===== config.mk =====
export PLATFORM = sky130hd
export DESIGN_NAME = stable_priority_queue_core_flat
export DESIGN_NICKNAME = d
export VERILOG_FILES = /design/src/design/spq_pkg.sv /design/src/design/spq_if.sv /design/src/design/spq_cell.sv /design/src/design/spq_outbuf.sv /design/src/design/stable_priority_queue_core.sv /design/src/flat_wrapper.sv
export SDC_FILE = /design/constraint.sdc
export NUM_CORES = 2
export LEC_CHECK = 0
export BUFFER_PORTS_ARGS = -buffer_cell sky130_fd_sc_hd__buf_2
export CAP_MARGIN = 20
export CORE_UTILIZATION = 60
export CTS_CLUSTER_DIAMETER = 120
export DETAILED_ROUTE_END_ITERATION = 8
export PLACE_DENSITY = 0.77
export RECOVER_POWER = 25
export REMOVE_ABC_BUFFERS = 1
export SLEW_MARGIN = 20
export SYNTH_ARGS = -nofsm -noshare
export SYNTH_HDL_FRONTEND = slang
export SYNTH_SLANG_ARGS = --single-unit

===== constraint.sdc =====
create_clock -name i_clk -period 11.4 [get_ports i_clk]
set_input_delay 1.14 -clock i_clk [delete_from_list [all_inputs] [get_ports i_clk]]
set_output_delay 1.14 -clock i_clk [all_outputs]
set_load 0.01 [all_outputs]

===== src/design/spq_pkg.sv =====
// ----------------------------------------------------------------------------
// Stable priority queue package
// Depth, derived widths, operation and status codes, and payload types.
// ----------------------------------------------------------------------------
package spq_pkg;

    localparam int QUEUE_DEPTH = 16;
    localparam int CNT_W       = $clog2(QUEUE_DEPTH + 1);
    localparam int OCC_W       = 5;

    typedef enum logic {
        OP_INSERT = 1'b0,
        OP_SERVE  = 1'b1
    } t_op;

    typedef enum logic [1:0] {
        ST_DONE  = 2'd0,
        ST_EMPTY = 2'd1,
        ST_FULL  = 2'd2
    } t_status;

    typedef struct packed {
        logic [7:0]  prio;
        logic [11:0] ticket;
        logic [31:0] tag;
    } t_entry;

    typedef struct packed {
        t_op         operation;
        logic [7:0]  priority_req;
        logic [11:0] ticket;
        logic [31:0] tag;
    } t_req;

    typedef struct packed {
        t_status          status;
        logic             served_valid;
        logic [7:0]       served_priority;
        logic [11:0]      served_ticket;
        logic [31:0]      served_tag;
        logic [OCC_W-1:0] occupancy;
    } t_rsp;

    // Broadcast from the top level to every cell of the chain.
    typedef struct packed {
        logic   insert;
        logic   serve;
        t_entry new_entry;
    } t_cell_ctl;

endpackage


===== src/design/spq_if.sv =====
// ----------------------------------------------------------------------------
// Stable priority queue channels
// Valid/ready interfaces for the request and response channels.
// ----------------------------------------------------------------------------
interface spq_req_if;
    import spq_pkg::*;

    logic valid;
    logic ready;
    t_req payload;

    modport source (output valid, output payload, input ready);
    modport sink   (input valid, input payload, output ready);
endinterface

interface spq_rsp_if;
    import spq_pkg::*;

    logic valid;
    logic ready;
    t_rsp payload;

    modport source (output valid, output payload, input ready);
    modport sink   (input valid, input payload, output ready);
endinterface


===== src/design/spq_cell.sv =====
// ----------------------------------------------------------------------------
// Stable priority queue cell
// Holds one entry; keeps it, takes the new entry, or shifts from a neighbor.
// ----------------------------------------------------------------------------
module spq_cell (
    input  logic               i_clk,
    input  spq_pkg::t_cell_ctl i_ctl,
    input  logic               i_occupied,
    input  spq_pkg::t_entry    i_left_entry,
    input  logic               i_left_after,
    input  spq_pkg::t_entry    i_right_entry,
    output spq_pkg::t_entry    o_entry,
    output logic               o_after
);
    import spq_pkg::*;

    t_entry r_entry;
    t_entry n_entry;

    // The chain is sorted, so this flag is high on a prefix of the cells and
    // the new entry lands in the first cell where it drops.
    assign o_after = i_occupied && (r_entry.prio >= i_ctl.new_entry.prio);
    assign o_entry = r_entry;

    always_comb begin
        n_entry = r_entry;
        if (i_ctl.serve) begin
            n_entry = i_right_entry;
        end else if (i_ctl.insert && !o_after) begin
            n_entry = i_left_after ? i_ctl.new_entry : i_left_entry;
        end
    end

    always_ff @(posedge i_clk) begin
        r_entry <= n_entry;
    end
endmodule


===== src/design/spq_outbuf.sv =====
// ----------------------------------------------------------------------------
// Stable priority queue response buffer
// Output register plus skid stage between the queue and the response sink.
// ----------------------------------------------------------------------------
module spq_outbuf (
    input  logic          i_clk,
    input  logic          i_rst_n,
    input  logic          i_push,
    input  spq_pkg::t_rsp i_data,
    output logic          o_ready,
    spq_rsp_if.source     o_rsp
);
    import spq_pkg::*;

    logic r_out_valid;
    logic r_skid_valid;
    t_rsp r_out;
    t_rsp r_skid;
    logic w_take;

    assign w_take        = r_out_valid && o_rsp.ready;
    assign o_ready       = !r_skid_valid;
    assign o_rsp.valid   = r_out_valid;
    assign o_rsp.payload = r_out;

    always_ff @(posedge i_clk) begin
        if (!i_rst_n) begin
            r_out_valid  <= 1'b0;
            r_skid_valid <= 1'b0;
        end else begin
            if (!r_out_valid || w_take) begin
                if (r_skid_valid) begin
                    r_out_valid  <= 1'b1;
                    r_skid_valid <= 1'b0;
                end else begin
                    r_out_valid <= i_push;
                end
            end else if (i_push) begin
                r_skid_valid <= 1'b1;
            end
        end
    end

    always_ff @(posedge i_clk) begin
        if (!r_out_valid || w_take) begin
            r_out <= r_skid_valid ? r_skid : i_data;
        end
        if (i_push && r_out_valid && !w_take) begin
            r_skid <= i_data;
        end
    end
endmodule


===== src/design/stable_priority_queue_core.sv =====
// An accepted request's response is registered in the output or skid stage.
// Throughput: one insert or serve per cycle while the skid is empty; every
// cell updates in the same cycle; depth and occupancy do not affect the rate.
// A two-deep response buffer keeps requests flowing while one response waits.
// Synchronous active-low reset empties the queue and the response buffer;
// cell contents are not cleared and are only read below the entry count.
// ----------------------------------------------------------------------------
// Stable priority queue core
// Sorted chain of cells with first-in first-out order among equal priorities.
// ----------------------------------------------------------------------------
module stable_priority_queue_core (
    input  logic      i_clk,
    input  logic      i_rst_n,
    spq_req_if.sink   i_req,
    spq_rsp_if.source o_rsp
);
    import spq_pkg::*;

    logic [CNT_W-1:0] r_count;
    logic [CNT_W-1:0] n_count;
    logic             w_accept;
    logic             w_full;
    logic             w_empty;
    logic             w_buf_ready;
    t_cell_ctl        w_ctl;
    t_rsp             w_rsp;
    t_entry           w_entry [QUEUE_DEPTH];
    logic             w_after [QUEUE_DEPTH];

    assign i_req.ready = w_buf_ready;
    assign w_accept    = i_req.valid && i_req.ready;
    assign w_full      = (r_count == CNT_W'(QUEUE_DEPTH));
    assign w_empty     = (r_count == '0);

    assign w_ctl.insert = w_accept && (i_req.payload.operation == OP_INSERT) && !w_full;
    assign w_ctl.serve  = w_accept && (i_req.payload.operation == OP_SERVE) && !w_empty;
    assign w_ctl.new_entry.prio   = i_req.payload.priority_req;
    assign w_ctl.new_entry.ticket = i_req.payload.ticket;
    assign w_ctl.new_entry.tag    = i_req.payload.tag;

    genvar g;
    generate
        for (g = 0; g < QUEUE_DEPTH; g++) begin : g_cell
            logic   w_occupied;
            t_entry w_left_entry;
            logic   w_left_after;
            t_entry w_right_entry;

            assign w_occupied = (CNT_W'(g) < r_count);

            if (g == 0) begin : g_head
                assign w_left_entry = w_ctl.new_entry;
                assign w_left_after = 1'b1;
            end else begin : g_body
                assign w_left_entry = w_entry[g-1];
                assign w_left_after = w_after[g-1];
            end

            if (g == QUEUE_DEPTH - 1) begin : g_tail
                assign w_right_entry = w_entry[g];
            end else begin : g_inner
                assign w_right_entry = w_entry[g+1];
            end

            spq_cell u_cell (
                .i_clk         (i_clk),
                .i_ctl         (w_ctl),
                .i_occupied    (w_occupied),
                .i_left_entry  (w_left_entry),
                .i_left_after  (w_left_after),
                .i_right_entry (w_right_entry),
                .o_entry       (w_entry[g]),
                .o_after       (w_after[g])
            );
        end
    endgenerate

    always_comb begin
        n_count = r_count;
        if (w_ctl.insert) begin
            n_count = r_count + CNT_W'(1);
        end else if (w_ctl.serve) begin
            n_count = r_count - CNT_W'(1);
        end
    end

    always_ff @(posedge i_clk) begin
        if (!i_rst_n) begin
            r_count <= '0;
        end else begin
            r_count <= n_count;
        end
    end

    always_comb begin
        w_rsp.status          = ST_DONE;
        w_rsp.served_valid    = w_ctl.serve;
        w_rsp.served_priority = w_ctl.serve ? w_entry[0].prio   : 8'd0;
        w_rsp.served_ticket   = w_ctl.serve ? w_entry[0].ticket : 12'd0;
        w_rsp.served_tag      = w_ctl.serve ? w_entry[0].tag    : 32'd0;
        w_rsp.occupancy       = OCC_W'(n_count);
        unique case (i_req.payload.operation)
            OP_INSERT: if (w_full)  w_rsp.status = ST_FULL;
            OP_SERVE:  if (w_empty) w_rsp.status = ST_EMPTY;
            default:   w_rsp.status = ST_DONE;
        endcase
    end

    spq_outbuf u_outbuf (
        .i_clk   (i_clk),
        .i_rst_n (i_rst_n),
        .i_push  (w_accept),
        .i_data  (w_rsp),
        .o_ready (w_buf_ready),
        .o_rsp   (o_rsp)
    );
endmodule


===== src/flat_wrapper.sv =====
// flat-port wrapper written by rule: the top's interface ports become plain ports
module stable_priority_queue_core_flat import spq_pkg::*;
  (i_clk, i_rst_n, i_req_valid, i_req_payload, i_req_ready, o_rsp_valid, o_rsp_payload, o_rsp_ready);
  spq_req_if i_req_i ();
  spq_rsp_if o_rsp_i ();
  input  logic i_clk;
  input  logic i_rst_n;
  input wire logic [$bits(i_req_i.valid)-1:0] i_req_valid;
  input wire logic [$bits(i_req_i.payload)-1:0] i_req_payload;
  output wire logic [$bits(i_req_i.ready)-1:0] i_req_ready;
  output wire logic [$bits(o_rsp_i.valid)-1:0] o_rsp_valid;
  output wire logic [$bits(o_rsp_i.payload)-1:0] o_rsp_payload;
  input wire logic [$bits(o_rsp_i.ready)-1:0] o_rsp_ready;
  assign i_req_i.valid = i_req_valid;
  assign i_req_i.payload = i_req_payload;
  assign i_req_ready = i_req_i.ready;
  assign o_rsp_valid = o_rsp_i.valid;
  assign o_rsp_payload = o_rsp_i.payload;
  assign o_rsp_i.ready = o_rsp_ready;
  stable_priority_queue_core u_core (.i_clk(i_clk), .i_rst_n(i_rst_n), .i_req(i_req_i), .o_rsp(o_rsp_i));
endmodule

# Yosys cells after proc, flatten, opt, wreduce, memory -nomap -nowiden
# Cells that the tools add are included.
[classes]
addsub = 2
order_cmp = 32
eq_ne = 1
muxes = 55
n_bitwise = 3
n_reduce_logical = 80
[ops]
columns = ["operator", "n"]
rows = [
  ["$mux 52", 45],
  ["$ge 8x8->1", 16],
  ["$mux 60", 1],
  ["$logic_and 1x1->1", 40],
  ["$lt 4x5->1 const A", 8],
  ["$mux 32", 1],
  ["$reduce_bool 2->1", 15],
  ["$logic_not 1->1", 21],
  ["$lt 3x5->1 const A", 4],
  ["$mux 12", 1],
  ["$lt 1x5->1 const A", 2],
  ["$lt 2x5->1 const A", 2],
  ["$mux 5", 2],
  ["$mux 8", 1],
  ["$add 5x1->5 const B", 1],
  ["$eq 5x5->1 const B", 1],
  ["$logic_not 5->1", 1],
  ["$sub 5x1->5 const B", 1],
  ["$pmux 2 s2", 1],
  ["$not 1->1", 3],
  ["$mux 1", 2],
  ["$mux 2", 1],
  ["$reduce_and 2->1", 1],
  ["$reduce_or 2->1", 1],
  ["$logic_or 1x1->1", 1],
]
[totals]
ff_bits = 959
inputBits = 57
output_inout_bits = 62
elab_cells = 236

# Depth between registers and ports, before layout
[depth]
depth_word = 7
depth_mapped = 13
mapped_depth_nobuf = 8

# Hierarchy
# Synthesis repeated with hierarchy kept, for this count alone.
[unflattened]
cells_unflattened = 4423
area_unflattened_um2 = 52369.0
[by_module_without_submodules]
columns = ["mod", "n_inst", "cells_each", "area_per_inst_um2", "seq_area_each_um2"]
rows = [
  ["spq_cell", 16, 255, 2917.8, 1561.5],
  ["spq_outbuf", 1, 196, 4712.0, 3643.5],
  ["stable_priority_queue_core", 1, 147, 972.2, 100.1],
]

# Worst setup path before layout
# Ideal clock, no wire load.
[synth_timing]
path_kind = "in2reg"
start = "input port i_req_payload[49]"
end = "register u_core.g_cell[15].u_cell.r_entry (netlist bit u_core.g_cell[15].u_cell.o_entry[0]) (enable)"
setup_ns = 0.540
arrival_time_ns = 6.341
required_time_ns = 10.860
setup_slack_ns = 4.519
path_stages = 7
path_buffers = 0
cell_sequence = "inv_1 > ha_1 > a21o_1 > a21o_1 > a221oi_1 > o21ai_0 > a211oi_1"
[synth_via]
elab_chain_cells = 5
[synth_lines]
columns = ["element", "line_no", "rtl"]
rows = [
  ["start, declared", "flat_wrapper.sv:9", "input wire logic [$bits(i_req_i.payload)-1:0] i_req_payload;"],
  ["$ge 8x8->1", "spq_cell.sv:22", "assign o_after = i_occupied && (r_entry.prio >= i_ctl.new_entry.prio);"],
  ["$logic_and 1x1->1", "spq_cell.sv:22", ""],
  ["$logic_not 1->1", "spq_cell.sv:29", "end else if (i_ctl.insert && !o_after) begin"],
  ["$logic_and 1x1->1", "spq_cell.sv:29", ""],
  ["$reduce_and 2->1 (no line)", "--", ""],
  ["end signal, assigned", "spq_cell.sv:35", "r_entry <= n_entry;"],
  ["end, declared", "spq_cell.sv:17", "t_entry r_entry;"],
]
# Every way passes these cells.
# A chain may end at the register's enable or synchronous reset.

==> metrics.md <==
| Metric | Value |
|---|---|
| Initial DRC count | 5996 |
| Cell mode on critical path | clkbuf_1 |
| Bufs and invs on worst path | 2 |
| Clk_lat worst skew | ~0.66 ns |
| IO Pins | around 120 |
| Pleak | 20.9 nW |
| Post CTS Setup Buffer Count | 0 |
| Post-cts hold buffer count | 0 |
| Vias in the first global route | 33387 |
| CP Launch Point | u_core.u_outbuf.r_skid_valid$_SDFFE_PP0P_ |
| Worst EP required | 11.92 ns |
| RSZ-0062 raised after global routing | no |
| CP max stage delay | 2.28 ns |
| Hpwl dp | 79700 µm |
| Pre-CTS setup slack | 6.05 ns |
| Detail Route Antenna Nets | 0 |
| Worst-path clk slew | ~0.06 ns |
| Gr usage total | 0.280 |
| Via count | between 30000 and 40000 |
| Post-Synthesis Cell Area | 50500 µm² |
| Nets@finish | 4235 |
| Area delta synth->final | 5.69% |
| RR Endpoint | u_core.g_cell[12].u_cell.o_entry[44]$_DFFE_PP_ |
| Clock skew after layout | between 0.015 and 0.02 ns |
| Top cell type by total area after synthesis | edfxtp_1 |
| Minimum clock period after layout | approximately 7.4 ns |
| Power per cell area | 306 nW/µm² |
| DRT Pass-1 Iters | 9 |
| Pin count of the biggest net entering global routing | between 200 and 250 |
| Setup crit end | u_core.g_cell[12].u_cell.o_entry[44]$_DFFE_PP_ |
| Routed WL | about 120000 µm |
| Critical Path, Cell by Cell | clkbuf_1 -> nor2b_1 -> nand3_1 -> clkbuf_1 -> and2_0 -> a221o_1 |
| Total power | 0.0163 W |
| Failing checks | design-rule violations, max-capacitance violations, max-slew violations |
| MaxCap Viol Count | 9 |
| PostCTS Resize Cnt | 0 |
| Initial antenna violation count | 0 |
| Die ar. | 85300 µm² |
| Slew margin rel. | -1.17 |
| CP Launch Type | flip-flop |
| GRT overflow | 0 |
| R2R cell count | 6 |
| Synth area leaders | edfxtp_1, a221o_1, a21oi_1 |
| Die W | about 290 µm |
| Crit Reg-Reg Startpoint | u_core.u_outbuf.r_skid_valid$_SDFFE_PP0P_ |
| Peak Freq | 0.134 GHz |
| Post-synth top area share | 0.566 |
| CTS Buffer Depth | 3 |
| Max-slew violation count | 482 |
| GPL Wtd Cong | 0.876 |
| First-pass GRT wire length | 195000 µm |
| Maximum level of the CTS H-tree | 3 |
| Crit Path Class | reg -> reg |
| CP max stage cell | clkbuf_1 |
| Final setup violation count | 0 |
| Warnings from Yosys | 0 |
| Endpoint type of the worst setup path | flip-flop |
| Register bit total from synthesis | approximately 960 |
| # rows | ~110 |
| Mapped Cells | approximately 4300 |
| Port Buf Inserts | about 120 |
| CP delay by family, top | buffers and inverters |
| Netlist cell types | 53 |
| WL/cell | 23.8 µm |
| Hold Vio Cnt, Final | 0 |
| Post-synth ARST share | 0 |
| CTS Buf Count | 97 |
| Layout cells sized above 1 | 0.0870 |
| Core area | 83400 µm² |
| Fillers | about 6300 |
| Post-synthesis sequential area ratio | 0.569 |
| Post-synth EDFFs | between 900 and 1000 |
| Via density | 7.07 |
| Worst slew pin tran | 3.26 ns |
| CTS tree | done |
| Worst IR Drop VDD | 0.254 mV |
| Antenna Cells | 0 |
| Final period util | 0.652 |
| CP max FO | 65 |
| Chip height | 292 µm |
| Worst Hold Class | reg -> reg |
| Status | complete, but fails checks |
| Predominant post-synthesis flop cell | edfxtp_1 |
| Fin Setup TNS | 0 ns |
| Drt drc | 1 |
| Root Driver | clkbuf_16 |
| Clk sinks | 959 |
| Stages on the worst setup path | 6 |
| Mean post-synth cell area | 11.8 µm² |
| Worst EP arrival | 7.95 ns |
| Reg2reg setup slack | between 3 and 4 ns |
| Starting density of the core | 0.605 |
| Minimum hold slack | around 0.52 ns |
| Worst setup margin | about 4.0 ns |
## synthesized netlist by cell type (all sizes together) (3+ instances only)
library cell,n
and2,129
o31ai,3
xor2,3
nand3,4
and3,52
o21ai,25
xnor2,4
a211oi,16
o2111ai,14
nand2b,21
inv,28
a21oi,683
ha,132
nor2,17
clkbuf,274
nor2b,3
buf,247
a31oi,14
a221o,727
a221oi,15
mux2,54
nand2,689
dfxtp,7
a21o,122
a211o,13
edfxtp,952
## where the power goes
part	leakage [nW]	internal [W]	total (W)	switching, W
clock network	1.43	0.00166	0.00301	0.00135
logic	10.2	0.00244	0.00638	0.00394
registers	9.24	0.00609	0.00692	0.000834
## through the flow
step | area [µm²] | util | instances
final | 53400 | 0.640 | 5196
after global routing | 53400 | 0.640 | 5196
after CTS | 53600 | 0.642 | 5196
after detailed placement | 50700 | 0.607 | 5027
after global placement | 50700 | 0.607 | 5027
after floorplan | 47600 | - | 3750
## sequential cells by signal, summed over array words and instances, names as in the netlist
signal and count:
u_core.g_cell.u_cell.o_entry 832, u_core.r_count 5, u_core.u_outbuf.o_rsp.payload 60, u_core.u_outbuf.o_rsp.valid 1, u_core.u_outbuf.r_skid 60, u_core.u_outbuf.r_skid_valid 1
## how the worst min path moves through the flow
stage | slack [ns] | to | cells past startpoint | from
after floorplan | 0.50 | u_core.u_outbuf.o_rsp.payload[57]$_DFFE_PP_ | 2 | u_core.u_outbuf.r_skid[57]$_DFFE_PP_
after global placement | 0.50 | u_core.u_outbuf.o_rsp.payload[32]$_DFFE_PP_ | 1 | u_core.u_outbuf.r_skid[32]$_DFFE_PP_
after detailed placement | 0.50 | u_core.u_outbuf.o_rsp.payload[50]$_DFFE_PP_ | 1 | u_core.u_outbuf.r_skid[50]$_DFFE_PP_
after CTS | 0.52 | u_core.u_outbuf.o_rsp.payload[21]$_DFFE_PP_ | 1 | u_core.u_outbuf.r_skid[21]$_DFFE_PP_
after global routing | 0.53 | u_core.u_outbuf.o_rsp.payload[50]$_DFFE_PP_ | 1 | u_core.u_outbuf.r_skid[50]$_DFFE_PP_
final | 0.52 | u_core.u_outbuf.o_rsp.payload[21]$_DFFE_PP_ | 1 | u_core.u_outbuf.r_skid[21]$_DFFE_PP_
## layer usage
layer	up-vias	track usage	part of all wire	routed length, µm
li1	16421	-	-	-
met1	17763	0.457	0.46	56400
met2	2377	0.390	0.42	51800
met3	160	0.0391	0.11	13300
met4	0	0.0668	0.016	2030
met5	-	0	0	0
## kinds of logic (layout without fill, tap and decap cells)
kind of cell,count (synthesis),in the layout,share of synthesized area
AO/OA/AOI/OAI,1647,1647,0.247
XOR/XNOR,7,7,0.00121
adder cells (fa/ha/maj),132,132,0.0327
buffers and inverters,549,394,0.0588
flip-flops,959,959,0.569
multiplexers,54,54,0.0120
AND/OR/NAND/NOR,923,923,0.0798
## layout make-up
type / instances / area, µm² / share of cell area
timing repair buffer: 197 / 1110 / 0.0208
clock buffer: 112 / 2480 / 0.0465
tap: 1080 / 1350 / 0.0253
sequential: 959 / 28700 / 0.538
inverter: 28 / 121 / 0.00227
clock inverter: 57 / 409 / 0.00767
multi-input combinational: 2763 / 19200 / 0.359
## placed cells by master, fill, tap and decap left out, drive strengths merged, types with 47 or more instances in the layout
master  netlist  routed
a21o        122     122
a21oi       683     683
a221o       727     727
and2        129     129
and3         52      52
buf         247     122
clkbuf      274     187
clkinv        0      47
edfxtp      952     952
ha          132     132
mux2         54      54
nand2       689     689
(Power assumes the default switching activity.)
